--- config.mk ---
export PLATFORM = sky130hd
export DESIGN_NAME = three_voice_wavetable_mixer_flat
export DESIGN_NICKNAME = d
export VERILOG_FILES = /design/src/sv/tvwm_pkg.sv /design/src/sv/tvwm_if.sv /design/src/sv/three_voice_wavetable_mixer.sv /design/src/flat_wrapper.sv
export VERILOG_INCLUDE_DIRS = /design/src /design/src/sv
export SDC_FILE = /design/constraint.sdc
export NUM_CORES = 1
export LEC_CHECK = 0
export BUFFER_PORTS_ARGS = -buffer_cell sky130_fd_sc_hd__buf_2
export CAP_MARGIN = 20
export CORE_MARGIN = 1
export CORE_UTILIZATION = 41
export DETAILED_ROUTE_END_ITERATION = 16
export SLEW_MARGIN = 20
export SYNTH_ARGS = -nofsm -noshare
export SYNTH_HDL_FRONTEND = slang
export SYNTH_SLANG_ARGS = --single-unit
--- constraint.sdc ---
create_clock -name clk_i -period 16.45 [get_ports clk_i]
set_input_delay 0.8225 -clock clk_i [delete_from_list [all_inputs] [get_ports clk_i]]
set_output_delay 0.8225 -clock clk_i [all_outputs]
set_load 0.01 [all_outputs]
--- src/sv/three_voice_wavetable_mixer_assert.svh ---
// Assertion macros for the three-voice wavetable mixer.
// Included by the top-level module; expects clk_i and rst_ni in scope.
`ifndef THREE_VOICE_WAVETABLE_MIXER_ASSERT_SVH
`define THREE_VOICE_WAVETABLE_MIXER_ASSERT_SVH

// Property checked on every clock edge outside reset.
`define TVWM_ASSERT(lbl, prop, msg) \
  lbl: assert property (@(posedge clk_i) disable iff (!rst_ni) (prop)) else $error(msg);

// Condition that must never hold outside reset.
`define TVWM_ASSERT_NEVER(lbl, cond, msg) \
  lbl: assert property (@(posedge clk_i) disable iff (!rst_ni) !(cond)) else $error(msg);

`endif

--- src/sv/tvwm_pkg.sv ---
// Shared constants, types and the waveform function of the wavetable mixer.
// No dependencies; imported by the top-level module.
package tvwm_pkg;

  localparam int VOICES        = 3;
  localparam int TABLE_ENTRIES = 256;

  localparam int VOICE_W = (VOICES > 1) ? $clog2(VOICES) : 1;
  localparam int CNT_W   = $clog2(VOICES + 1);
  localparam int ACC_W   = 17 + VOICE_W;

  localparam int RATE_HZ     = 44100;
  // floor(2^32 / RATE_HZ); estimate of freq*65536/RATE_HZ is low by at most one.
  localparam int RECIP_RATE  = 97391;
  localparam int LEVEL_FULL  = 255;
  // floor(2^23 / LEVEL_FULL); estimate of p/255 is low by at most one.
  localparam int RECIP_LEVEL = 32896;
  localparam int STEP_SLOPE  = 512;
  localparam int FULL_POS    = 32767;
  localparam int FULL_NEG    = -32768;

  typedef enum logic [1:0] {
    CMD_NOTE_ON  = 2'd0,
    CMD_NOTE_OFF = 2'd1,
    CMD_TICK     = 2'd2
  } cmd_e;

  typedef enum logic [1:0] {
    WAVE_TRI    = 2'd0,
    WAVE_PULSE  = 2'd1,
    WAVE_RAMP   = 2'd2,
    WAVE_SILENT = 2'd3
  } wave_e;

  typedef struct packed {
    logic [15:0] phase;
    logic [16:0] incr;
    logic [1:0]  wave;
    logic [7:0]  level;
    logic        on;
  } voice_rec_t;

  function automatic logic signed [15:0] wave_value(logic [1:0] wave, logic [7:0] idx);
    int i;
    int v;
    i = int'(idx);
    case (wave_e'(wave))
      WAVE_TRI: begin
        if (i < 64) v = i * STEP_SLOPE;
        else if (i < 128) v = FULL_POS - (i - 64) * STEP_SLOPE;
        else if (i < 192) v = -((i - 128) * STEP_SLOPE);
        else v = -FULL_POS + (i - 192) * STEP_SLOPE;
      end
      WAVE_PULSE: v = (i < TABLE_ENTRIES / 2) ? FULL_POS : -FULL_POS;
      WAVE_RAMP:  v = i * 256 + FULL_NEG;
      default:    v = 0;
    endcase
    return 16'(v);
  endfunction

endpackage

--- src/sv/tvwm_if.sv ---
// Request and sample channel interfaces of the wavetable mixer.
// Plain valid/ready channels; no package dependency.
interface tvwm_cmd_if;
  logic        valid;
  logic        ready;
  logic [1:0]  command;
  logic [1:0]  voice;
  logic [15:0] frequency;
  logic [1:0]  waveform;
  logic [7:0]  volume;

  modport source (output valid, command, voice, frequency, waveform, volume, input ready);
  modport sink   (input valid, command, voice, frequency, waveform, volume, output ready);
endinterface

interface tvwm_smp_if;
  logic               valid;
  logic               ready;
  logic signed [15:0] sample;

  modport source (output valid, sample, input ready);
  modport sink   (input valid, sample, output ready);
endinterface

--- src/sv/three_voice_wavetable_mixer.sv ---
// Channel   | Dir | Payload                                        | Notes
// cmd_i     | in  | command, voice, frequency, waveform, volume   | one request at a time
// smp_o     | out | sample (signed 16)                             | one per tick request
// Note on passes through S_ON_MUL and S_ON_FIX, note off through S_OFF_RD and S_OFF_WR,
// before ready returns. During a tick the voice memory's single read port visits one
// voice per cycle, followed by a three-stage scale pipeline.
// Reset clears the per-voice valid bits at once; no clearing pass is needed.
// A finished sample waits in the output register; a tick only stalls at its end
// when the previous sample has not yet been taken.
// Depends on tvwm_pkg, tvwm_if.sv and three_voice_wavetable_mixer_assert.svh.
`include "three_voice_wavetable_mixer_assert.svh"

module three_voice_wavetable_mixer (
  input logic          clk_i,
  input logic          rst_ni,
  tvwm_cmd_if.sink     cmd_i,
  tvwm_smp_if.source   smp_o
);
  import tvwm_pkg::*;

  typedef enum logic [2:0] {
    S_IDLE,
    S_ON_MUL,
    S_ON_FIX,
    S_OFF_RD,
    S_OFF_WR,
    S_TICK,
    S_MIX
  } state_e;

  localparam logic signed [ACC_W-1:0] ACC_MAX = ACC_W'(FULL_POS);
  localparam logic signed [ACC_W-1:0] ACC_MIN = ACC_W'(FULL_NEG);

  state_e state_q, state_d;
  logic [CNT_W-1:0] iss_q, iss_d;
  logic p1_q, p1_d, p2_q, p3_q;
  logic signed [ACC_W-1:0] acc_q, acc_d;
  logic out_vld_q, out_vld_d;
  logic signed [15:0] sample_q, sample_d;
  logic [VOICES-1:0] vld_q;
  logic rd_vld_q;

  // Voice memory with registered read data.
  voice_rec_t mem [VOICES];
  voice_rec_t rd_data_q;
  logic mem_we, mem_re;
  logic [VOICE_W-1:0] mem_waddr, mem_raddr;
  voice_rec_t mem_wdata;

  // Request fields and pipeline payload.
  logic [VOICE_W-1:0] req_voice_q;
  logic [15:0] req_freq_q;
  logic [1:0]  req_wave_q;
  logic [7:0]  req_vol_q;
  logic [16:0] inc_est_q;
  logic [VOICE_W-1:0] p1_idx_q;
  logic [22:0] p2_prod_q, p3_prod_q;
  logic p2_neg_q, p3_neg_q;
  logic [15:0] p3_qe_q;

  logic accept;
  logic voice_ok;
  voice_rec_t rec;
  logic signed [15:0] wv_a;
  logic [15:0] mag_a;
  logic [22:0] prod_a;
  logic [32:0] inc_mul;
  logic [31:0] inc_rem;
  logic [16:0] inc_fix;
  logic [38:0] lvl_mul;
  logic [23:0] qe255_c, rem_c;
  logic [15:0] q_c;
  logic signed [ACC_W-1:0] mag_c, contrib_c;
  logic signed [15:0] sat;

  assign accept   = cmd_i.valid && cmd_i.ready;
  assign voice_ok = (32'(cmd_i.voice) < VOICES);
  assign cmd_i.ready  = (state_q == S_IDLE);
  assign smp_o.valid  = out_vld_q;
  assign smp_o.sample = sample_q;

  // Entries never written read as the reset record.
  assign rec = rd_vld_q ? rd_data_q : '0;

  // Stage A: waveform lookup and level multiply.
  always_comb begin
    wv_a   = rec.on ? wave_value(rec.wave, rec.phase[15:8]) : 16'sd0;
    mag_a  = wv_a[15] ? 16'(-wv_a) : 16'(wv_a);
    prod_a = 23'(24'(mag_a) * 24'(rec.level));
  end

  // Stage B estimate of prod/255 and stage C correction.
  always_comb begin
    lvl_mul   = 39'(p2_prod_q) * 39'(RECIP_LEVEL);
    qe255_c   = {p3_qe_q, 8'd0} - 24'(p3_qe_q);
    rem_c     = 24'(p3_prod_q) - qe255_c;
    q_c       = p3_qe_q + ((rem_c >= 24'(LEVEL_FULL)) ? 16'd1 : 16'd0);
    mag_c     = ACC_W'(q_c);
    contrib_c = p3_neg_q ? -mag_c : mag_c;
  end

  // Increment = floor(freq * 65536 / RATE_HZ) by reciprocal with one correction.
  always_comb begin
    inc_mul = 33'(req_freq_q) * 33'(RECIP_RATE);
    inc_rem = {req_freq_q, 16'd0} - 32'(inc_est_q) * 32'(RATE_HZ);
    inc_fix = inc_est_q + ((inc_rem >= 32'(RATE_HZ)) ? 17'd1 : 17'd0);
  end

  always_comb begin
    if (acc_q > ACC_MAX) sat = 16'(FULL_POS);
    else if (acc_q < ACC_MIN) sat = 16'(FULL_NEG);
    else sat = acc_q[15:0];
  end

  // Memory port selection.
  always_comb begin
    mem_re    = ((state_q == S_TICK) && (iss_q < CNT_W'(VOICES))) || (state_q == S_OFF_RD);
    mem_raddr = (state_q == S_TICK) ? iss_q[VOICE_W-1:0] : req_voice_q;
    mem_we    = 1'b0;
    mem_waddr = req_voice_q;
    mem_wdata = rec;
    case (state_q)
      S_TICK: begin
        if (p1_q && rec.on) begin
          mem_we          = 1'b1;
          mem_waddr       = p1_idx_q;
          mem_wdata.phase = rec.phase + rec.incr[15:0];
        end
      end
      S_ON_FIX: begin
        mem_we          = 1'b1;
        mem_wdata.phase = '0;
        mem_wdata.incr  = inc_fix;
        mem_wdata.wave  = req_wave_q;
        mem_wdata.level = req_vol_q;
        mem_wdata.on    = 1'b1;
      end
      S_OFF_WR: begin
        mem_we          = 1'b1;
        mem_wdata.level = '0;
        mem_wdata.on    = 1'b0;
      end
      default: ;
    endcase
  end

  always_comb begin
    state_d   = state_q;
    iss_d     = iss_q;
    acc_d     = acc_q;
    p1_d      = 1'b0;
    out_vld_d = out_vld_q && !smp_o.ready;
    sample_d  = sample_q;
    case (state_q)
      S_IDLE: begin
        if (accept) begin
          case (cmd_e'(cmd_i.command))
            CMD_NOTE_ON:  if (voice_ok) state_d = S_ON_MUL;
            CMD_NOTE_OFF: if (voice_ok) state_d = S_OFF_RD;
            CMD_TICK: begin
              state_d = S_TICK;
              iss_d   = '0;
              acc_d   = '0;
            end
            default: ;
          endcase
        end
      end
      S_ON_MUL: state_d = S_ON_FIX;
      S_ON_FIX: state_d = S_IDLE;
      S_OFF_RD: state_d = S_OFF_WR;
      S_OFF_WR: state_d = S_IDLE;
      S_TICK: begin
        if (iss_q < CNT_W'(VOICES)) begin
          p1_d  = 1'b1;
          iss_d = iss_q + 1'b1;
        end
        if (p3_q) acc_d = acc_q + contrib_c;
        if ((iss_q == CNT_W'(VOICES)) && !p1_q && !p2_q && !p3_q) state_d = S_MIX;
      end
      S_MIX: begin
        if (!out_vld_q || smp_o.ready) begin
          out_vld_d = 1'b1;
          sample_d  = sat;
          state_d   = S_IDLE;
        end
      end
      default: state_d = S_IDLE;
    endcase
  end

  always_ff @(posedge clk_i or negedge rst_ni) begin
    if (!rst_ni) begin
      state_q   <= S_IDLE;
      iss_q     <= '0;
      acc_q     <= '0;
      p1_q      <= 1'b0;
      p2_q      <= 1'b0;
      p3_q      <= 1'b0;
      out_vld_q <= 1'b0;
      sample_q  <= '0;
      vld_q     <= '0;
      rd_vld_q  <= 1'b0;
    end else begin
      state_q   <= state_d;
      iss_q     <= iss_d;
      acc_q     <= acc_d;
      p1_q      <= p1_d;
      p2_q      <= p1_q;
      p3_q      <= p2_q;
      out_vld_q <= out_vld_d;
      sample_q  <= sample_d;
      if (mem_we) vld_q[mem_waddr] <= 1'b1;
      if (mem_re) rd_vld_q <= vld_q[mem_raddr];
    end
  end

  always_ff @(posedge clk_i) begin
    if (mem_we) mem[mem_waddr] <= mem_wdata;
    if (mem_re) rd_data_q <= mem[mem_raddr];
  end

  always_ff @(posedge clk_i) begin
    if (accept) begin
      req_voice_q <= VOICE_W'(cmd_i.voice);
      req_freq_q  <= cmd_i.frequency;
      req_wave_q  <= cmd_i.waveform;
      req_vol_q   <= cmd_i.volume;
    end
    if (state_q == S_ON_MUL) inc_est_q <= inc_mul[32:16];
    if (mem_re) p1_idx_q <= mem_raddr;
    p2_prod_q <= prod_a;
    p2_neg_q  <= wv_a[15];
    p3_prod_q <= p2_prod_q;
    p3_neg_q  <= p2_neg_q;
    p3_qe_q   <= lvl_mul[38:23];
  end

  `TVWM_ASSERT(a_pipe_in_tick, (p1_q || p2_q || p3_q) |-> (state_q == S_TICK), "scale pipeline busy outside a tick")
  `TVWM_ASSERT_NEVER(a_iss_range, iss_q > CNT_W'(VOICES), "voice issue counter overran")
  `TVWM_ASSERT(a_mix_holds, (state_q == S_MIX && out_vld_q && !smp_o.ready) |=> (state_q == S_MIX), "mixed sample dropped while output is stalled")
  `TVWM_ASSERT(a_acc_clear, (state_q == S_TICK && $past(state_q) == S_IDLE) |-> (acc_q == '0), "tick started with a stale accumulator")

endmodule

--- src/flat_wrapper.sv ---
// flat-port wrapper written by rule: the top's interface ports become plain ports
module three_voice_wavetable_mixer_flat import tvwm_pkg::*;
  (clk_i, rst_ni, cmd_i_valid, cmd_i_command, cmd_i_voice, cmd_i_frequency, cmd_i_waveform, cmd_i_volume, cmd_i_ready, smp_o_valid, smp_o_sample, smp_o_ready);
  tvwm_cmd_if cmd_i_i ();
  tvwm_smp_if smp_o_i ();
  input logic clk_i;
  input logic rst_ni;
  input wire logic [$bits(cmd_i_i.valid)-1:0] cmd_i_valid;
  input wire logic [$bits(cmd_i_i.command)-1:0] cmd_i_command;
  input wire logic [$bits(cmd_i_i.voice)-1:0] cmd_i_voice;
  input wire logic [$bits(cmd_i_i.frequency)-1:0] cmd_i_frequency;
  input wire logic [$bits(cmd_i_i.waveform)-1:0] cmd_i_waveform;
  input wire logic [$bits(cmd_i_i.volume)-1:0] cmd_i_volume;
  output wire logic [$bits(cmd_i_i.ready)-1:0] cmd_i_ready;
  output wire logic [$bits(smp_o_i.valid)-1:0] smp_o_valid;
  output wire logic [$bits(smp_o_i.sample)-1:0] smp_o_sample;
  input wire logic [$bits(smp_o_i.ready)-1:0] smp_o_ready;
  assign cmd_i_i.valid = cmd_i_valid;
  assign cmd_i_i.command = cmd_i_command;
  assign cmd_i_i.voice = cmd_i_voice;
  assign cmd_i_i.frequency = cmd_i_frequency;
  assign cmd_i_i.waveform = cmd_i_waveform;
  assign cmd_i_i.volume = cmd_i_volume;
  assign cmd_i_ready = cmd_i_i.ready;
  assign smp_o_valid = smp_o_i.valid;
  assign smp_o_sample = smp_o_i.sample;
  assign smp_o_i.ready = smp_o_ready;
  three_voice_wavetable_mixer u_core (.clk_i(clk_i), .rst_ni(rst_ni), .cmd_i(cmd_i_i), .smp_o(smp_o_i));
endmodule
# Word-level counts from Yosys, hierarchy flattened
# Memories as Yosys holds them, arrays and structs flattened. A register that Yosys moved wholly into a read port is not among the register bits.
# Cells that the tools add are included.
# totals
ff_bits,159
ramBits,132
in_bits,34
out_inout_bits,18
word_cells,147
mem_count,1
# op_classes
add_sub_neg,17
multipliers,4
magnitude_cmp,12
n_eq_ne,20
n_mux,47
n_bitwise,1
reduce_logical,24
# mem_list
memory,depth,width,rd,rd_clocked_by_memory_dff,write_ports,line_no,rtl
u_core.mem,3,44,1,1,1,three_voice_wavetable_mixer.sv:44,voice_rec_t mem [VOICES];
# ops
operator,n
$mux W16,9
$mux W19,5
$pmux W16 S3,1
$mux W44,1
$pmux W19 S2,1
$mul A16 B17 Y33 const B,1
$add A16 B16 Y16,2
$ge A32 B16 Y1 const B,1
$mul A23 B9 Y32 const B,1
$neg A16 Y16,2
$pmux W16 S2,1
$sub A32 B32 Y32,1
$mul A17 B14 Y30 const B,1
$ge A24 B8 Y1 const B,1
$sub A23 B24 Y24,1
$sub A24 B16 Y24,1
$mul A16 B8 Y23,1
$add A19 B19 Y19,1
$gt A19 B16 Y1 const B,1
$lt A19 B16 Y1 const B,1
$neg A16 Y19,1
$pmux W9 S2,1
$add A17 B17 Y17,1
$add A16 B16 Y16 const A,1
other kinds (39),87

# Depth between registers and ports, before layout
# Gate-level depths: netlist of run 1.
# logic_depth
word_depth,11
ltp_mapped,41
ltp_nobuf,39

# Worst setup path before layout of run 1
# Ideal clock, no wire load.
# synth_path
path_kind,register to register
from,reg u_core.inc_est_q[3]
to,"mem u_core.mem[0][25] in the netlist's numbering, data pin"
setup_ns,0.283
arrival_ns,7.888
t_required_ns,16.167
path_slack_ns,8.279
path_stages_with_launch,37
path_buffers,0
period_less_slack_ns,8.171
path_cell_list,edfxtp_1 ha_1 ha_1 inv_1 fa_1 inv_1 fa_1 ha_1 inv_1 fa_1 inv_1 ha_1 a211o_1 o221a_2 o31a_1 o41a_1 a221o_1 o41ai_2 o21ai_1 xnor2_1 ha_1 inv_1 a221oi_1 o21ai_0 a311oi_1 nand3_1 a311oi_1 nand4_1 nor4_1 o2111ai_1 ha_1 nand2_1 nor2_1 and3_1 nand4_1 xnor2_1 o21ai_0
# synth_lines
item,line_no,rtl
start: declaration,three_voice_wavetable_mixer.sv:55,logic [16:0] inc_est_q;
start signal: assignment,three_voice_wavetable_mixer.sv:230,if (state_q == S_ON_MUL) inc_est_q <= inc_mul[32:16];
end: declaration,three_voice_wavetable_mixer.sv:44,

==> results of run 1 <==
-- layer usage --
metal | GRT usage | vias to the layer above | part of all wire
met4 | 0.0517 | 0 | 0.025
met2 | 0.318 | 344 | 0.47
met1 | 0.262 | 10300 | 0.47
met3 | 0.0216 | 93 | 0.035
li1 | - | 10600 | -
met5 | 0 | - | 0
-- worst max-delay path, delay by kind of cell (launching register included) --
family,cells,cell delay [ns]
AND/OR/NAND/NOR,7,1.19
buffers and inverters,5,0.30
AO/OA/AOI/OAI,13,3.24
XOR/XNOR,2,0.27
adder cells (fa/ha/maj),9,3.48
flip-flops,1,0.56
-- cells in the final DEF (no fill, tap or decap), types with 60 or more instances in the layout --
cell type	instances
xnor2_1	111
edfxtp_1	219
fa_1	241
inv_1	454
nand3_1	71
a31oi_1	60
ha_1	424
nor2_1	224
dfxtp_1	64
o21ai_0	143
nand2_1	285
a21oi_1	120
-- Yosys cell counts, types with 48 or more instances --
cell      number  area share
dfrtp_1       48       0.040
and2_1        55       0.011
nor2_1       224       0.028
fa_1         241        0.16
ha_1         424        0.18
a21oi_1      121       0.020
inv_1        454       0.056
nand3_1       71       0.012
xor2_1        55       0.016
nand2_1      285       0.035
xnor2_1      111       0.032
clkbuf_1      53      0.0066
a31oi_1       60       0.012
edfxtp_1     219        0.22
dfxtp_1       64       0.042
o21ai_0      144       0.024
-- cell type report --
class,instances,area (um2),share of cell area
multi-input cells,2237,19300,0.585
flip-flops and latches,331,9060,0.275
inverters,455,1710,0.0519
well taps,959,1200,0.0364
clock buffers,47,1120,0.0341
repair buffers,64,353,0.0107
clock inverters,24,210,0.00638
diodes,1,2.50,0.0000760
-- how the worst min path moves through the flow --
stage	endpoint	slack, ns	cells past startpoint	start
after detailed placement	u_core.p3_prod_q[0]	0.35	0	u_core.p2_prod_q[0]
after floorplan	u_core.p3_neg_q	0.31	0	u_core.p2_neg_q
final	u_core.p3_prod_q[0]	0.35	0	u_core.p2_prod_q[0]
after CTS	u_core.p3_prod_q[0]	0.36	0	u_core.p2_prod_q[0]
after global routing	u_core.p3_prod_q[2]	0.36	0	u_core.p2_prod_q[2]
after global placement	u_core.p3_prod_q[2]	0.35	0	u_core.p2_prod_q[2]
-- registers in the layout (all words and copies together), names as in the netlist, 2 cells and up --
| register | cells |
|---|---|
| u_core.req_wave_q | 2 |
| u_core.vld_q | 3 |
| u_core.rd_data_q | 43 |
| u_core.mem | 129 |
| u_core.state_q | 3 |
| u_core.inc_est_q | 17 |
| u_core.req_vol_q | 8 |
| u_core.smp_o.sample | 16 |
| u_core.p1_idx_q | 2 |
| u_core.acc_q | 19 |
| u_core.p3_prod_q | 23 |
| u_core.p3_qe_q | 16 |
| u_core.p2_prod_q | 23 |
| u_core.req_freq_q | 16 |
| u_core.req_voice_q | 2 |
| u_core.iss_q | 2 |
-- cells by family (layout without fill, tap and decap cells) --
| family | count (synthesis) | in the layout | synth area share |
|---|---|---|---|
| buf+inv | 524 | 590 | 0.0666 |
| mux | 19 | 19 | 0.00644 |
| fa+ha+maj | 665 | 665 | 0.334 |
| other cells | 0 | 1 | 0 |
| compound gates | 533 | 533 | 0.113 |
| flops | 331 | 331 | 0.299 |
| simple gates | 853 | 853 | 0.132 |
| xor+xnor | 167 | 167 | 0.0487 |
-- through the flow --
step                hold WS, ns  setup WS (ns)  instances   util  area (um2)
finish                    0.354           7.09       4118  0.451       32900
global route              0.365           6.61       4117  0.451       32900
CTS                       0.356           7.12       4117  0.451       32900
detailed placement        0.346           7.16       4046  0.432       31600
global placement          0.351           7.29       4046  0.432       31600
floorplan                 0.310           8.28       3092      -       30300
==> run_results.csv, run 1 <==
group,metric,value,unit
status,outcome,"finished with violations",
status,violations,"design-rule violations",
drt,firstDrtPassIters,11,
logic_synthesis,syn_area,0.0303,mm2
worst_setup_path,cp_max_fo,10,
grt,grt_pass1_vias,21600,
logic_synthesis,synth_seq_area_share,0.299,
worst_setup_path,cp_slowest_cell,"edfxtp_1",
timing,worst_pin_slew,1.04,ns
worst_setup_path,r2r_cells,36,
run,cap_violations,0,
clock_network,clock_sinks,331,
clock_network,cts_hold_buf,0,
drt,via_count,21400,
final_layout,area_growth,8.70,%
final_layout,fillerInstances,7048,
worst_setup_path,crit_type,"reg -> reg",
timing,fin_crit_sh,0.569,
drt,wl_per_cell,16.9,um
final_layout,final_layout_size_suffix_gt1_frac,0.0592,
timing,skew,0.0222,ns
worst_setup_path,worstPathArrival,9.60,ns
worst_setup_path,r2r_end,"u_core.mem[2][25]",
grt,grt_first_pass_wirelength,114000,um
floorplanning,rows,99,
drt,drt_iter0_markers,1179,
worst_setup_path,max_stage_delay,0.56,ns
clock_network,htree_levels,2,
timing,min_period,9.36,ns
grt,antenna_found_initial,0,
logic_synthesis,synth-async-reset-ratio,0.145,
floorplanning,start_util,0.415,
logic_synthesis,synth_edf_count,219,
logic_synthesis,synth_flop_cell,"edfxtp_1",
clock_network,clk-insertion-delay-late,0.57,ns
drt,drc,12,
floorplanning,design.core.area,0.0731,mm2
grt,grt-ovfl-total,0,
timing,slew_violations,0,
logic_synthesis,synth_warnings,0,
clock_network,cts_inserted_buffers,40,
timing,rsz0062_at_grt,"no",
logic_synthesis,syn-num-nets,3791,
timing,final_hold_viol_count,0,
placement,dp_hpwl,54300,um
worst_setup_path,r2r-start,"u_core.inc_est_q[3]",
logic_synthesis,synth_cell_types,97,
drt,routed_via_density,5.20,
floorplanning,fp.dieW,274,um
logic_synthesis,syn_area_per_cell,9.80,um2
timing,max_clock_freq,107,MHz
clock_network,clock_tree.buffer_depth,3,
drt,antenna_left,0,
logic_synthesis,ys_ff_latch,331,
floorplanning,die_h,274,um
drt,wirelength,69700,um
worst_hold_path,min_path_type,"reg -> reg",
grt,grt_max_degree,90,
placement,port-buffer-count,51,
clock_network,path_clk_slew,0.06,ns
logic_synthesis,synthesis.instances,3092,
final_layout,nets,3828,
worst_setup_path,endpoint_kind,"flop",
clock_network,root_buffer,"clkbuf_16",
worst_setup_path,worstSetupEndpoint,"u_core.mem[2][25]",
worst_setup_path,ff2ff_setup_slack,7.09,ns
floorplanning,dieArea,0.0750,mm2
worst_setup_path,start_kind,"flop",
clock_network,cts_resized,0,
timing,max_slew_margin,0.307,
grt,track_usage,0.191,
clock_network,cts_tree,"yes",
worst_setup_path,critPathLaunch,"u_core.inc_est_q[3]",
worst_setup_path,cp.required,16.69,ns
worst_setup_path,cpMostUsedCell,"ha_1",
clock_network,post-cts-setup-buffers,0,
timing,setup_viol,0,
floorplanning,top_level_ports,52,
timing,fin_tns_setup,0,ns
placement,gp_congestion,0.882,
Power of run 1 is not shown: default switching activity piles up to over one toggle a cycle in this logic, so the estimate is an artifact.
==> inputs of run 2 (changes only) <==
==> constraint.sdc (replaced) <==
create_clock -name clk_i -period 8.9 [get_ports clk_i]
set_input_delay 0.445 -clock clk_i [delete_from_list [all_inputs] [get_ports clk_i]]
set_output_delay 0.445 -clock clk_i [all_outputs]
set_load 0.01 [all_outputs]
==> run_results.csv, run 2 (synthesis gave the netlist of run 1 again) <==
group,metric,value,unit
clock_network,clock_sinks,331,
worst_setup_path,max_stage_delay,0.53,ns
run,cap_violations,0,
clock_network,cts_inserted_buffers,38,
timing,setup_viol,0,
grt,track_usage,0.189,
placement,port-buffer-count,51,
timing,slew_violations,0,
placement,gp_congestion,0.885,
floorplanning,start_util,0.415,
worst_setup_path,worstPathArrival,8.78,ns
timing,fin_crit_sh,0.956,
clock_network,cts_tree,"yes",
final_layout,final_cell_mix,"inv_1, ha_1, nand2_1",
final_layout,final_layout_size_suffix_gt1_frac,0.0717,
worst_setup_path,cp_top_family,"adder cells",
status,violations,"design-rule violations, negative hold slack",
final_layout,antennaDiodeCount,0,
clock_network,cts_hold_buf,0,
timing,final_hold_viol_count,1,
floorplanning,design.core.area,0.0731,mm2
grt,grt_pass1_vias,21500,
worst_setup_path,cp_slowest_cell,"fa_1",
drt,drc,6,
timing,min_period,8.51,ns
grt,grt_max_degree,90,
grt,grt-ovfl-total,0,
grt,antenna_found_initial,1,
timing,skew,0.0294,ns
drt,via_count,21400,
drt,routed_via_density,5.17,
status,outcome,"finished with violations",
placement,dp_hpwl,54100,um
clock_network,clock_tree.buffer_depth,3,
floorplanning,top_level_ports,52,
worst_hold_path,min_path_type,"in -> async",
final_layout,area_growth,9.60,%
final_layout,largest_reg_flops,129,
drt,drt_iter0_markers,1175,
worst_setup_path,endpoint_kind,"flop",
worst_setup_path,cp_max_fo,7,
worst_setup_path,start_kind,"flop",
final_layout,nets,3849,
timing,max_slew_margin,0.313,
drt,firstDrtPassIters,11,
floorplanning,rows,99,
timing,fin_tns_setup,0,ns
floorplanning,fp.dieW,274,um
floorplanning,dieArea,0.0750,mm2
timing,max_clock_freq,118,MHz
clock_network,path_clk_slew,0.06,ns
worst_setup_path,r2r-start,"u_core.inc_est_q[3]",
clock_network,clk-insertion-delay-late,0.58,ns
final_layout,reg.largest.list,"u_core.mem (129), u_core.rd_data_q (43)",
drt,wl_per_cell,16.7,um
worst_setup_path,crit_type,"reg -> reg",
drt,antenna_left,0,
worst_setup_path,cp.required,9.17,ns
grt,grt_first_pass_wirelength,113000,um
clock_network,htree_levels,2,
final_layout,top_register,"u_core.mem",
worst_setup_path,critPathLaunch,"u_core.inc_est_q[3]",
floorplanning,die_h,274,um
timing,worst_pin_slew,1.03,ns
worst_setup_path,crit_buf_inv,6,
drt,wirelength,69200,um
clock_network,root_buffer,"clkbuf_16",
final_layout,layout_commonest_cell,"inv_1",
timing,whs,-0.00321,ns
## run 2: cell count changes in the layout (fill, tap and decap cells not counted), moves of 4 or more
cell       previous run  this run
a21oi_1             120       116
a21oi_2               2         6
buf_4                13        36
clkbuf_16            44        39
ha_1                424       420
inv_6                 5         1
o21ai_0             143       137
o21ai_1               3         7
## run 2: cell type report
type / instances / area [um2]
clock inverters: 25 / 313
well taps: 959 / 1200
repair buffers: 87 / 526
fillers: 7000 / 39900
flip-flops and latches: 331 / 9060
clock buffers: 45 / 1000
inverters: 455 / 1710
multi-input cells: 2237 / 19400
## run 2: repair_timing
item,CTS,global route
buffers inserted,0,4
endpoints found under the setup margin,0,45
gates resized for setup,0,31
## run 2: worst paths after layout
kind,depth (start not counted),endpoint,slack [ns]
max,36,u_core.mem[1][25],0.39
min in group clk_i,1,u_core.req_freq_q[12],0.05
max in group asynchronous,2,u_core.acc_q[1],8.38
min reg2reg,0,u_core.p3_neg_q,0.34
min,2,u_core.iss_q[0],-0.003
max reg2reg,36,u_core.mem[1][25],0.39
## run 2: metal layers
layer | global-route usage | vias to the layer above | routed length [um]
li1 | - | 10700 | -
met1 | 0.258 | 10400 | 32600
met2 | 0.317 | 283 | 32800
met3 | 0.0221 | 86 | 2090
met4 | 0.0507 | 0 | 1690
met5 | 0 | - | 0
## run 2: worst reg2reg max path, delay by kind of cell, from the launching register on
family,cells,cell delay [ns]
compound gates,12,2.87
xor+xnor,2,0.28
fa+ha+maj,9,3.27
buf+inv,6,0.41
flops,1,0.44
simple gates,7,0.93
## run 2: metrics by stage
stage | cell area, um2 | util | std cells | hold WS [ns] | setup WS (ns)
2_1_floorplan | 30300 | - | 3092 | 0.149 | 0.729
3_3_place_gp | 31700 | 0.434 | 4065 | 0.349 | 0.250
3_5_place_dp | 31700 | 0.434 | 4065 | 0.354 | 0.108
4_1_cts | 33100 | 0.452 | 4135 | 0.000892 | 0.0698
5_1_grt | 33200 | 0.454 | 4139 | 0.0127 | -0.0147
6_report | 33200 | 0.454 | 4139 | -0.00321 | 0.391
Power of run 2 is left out for the same reason.
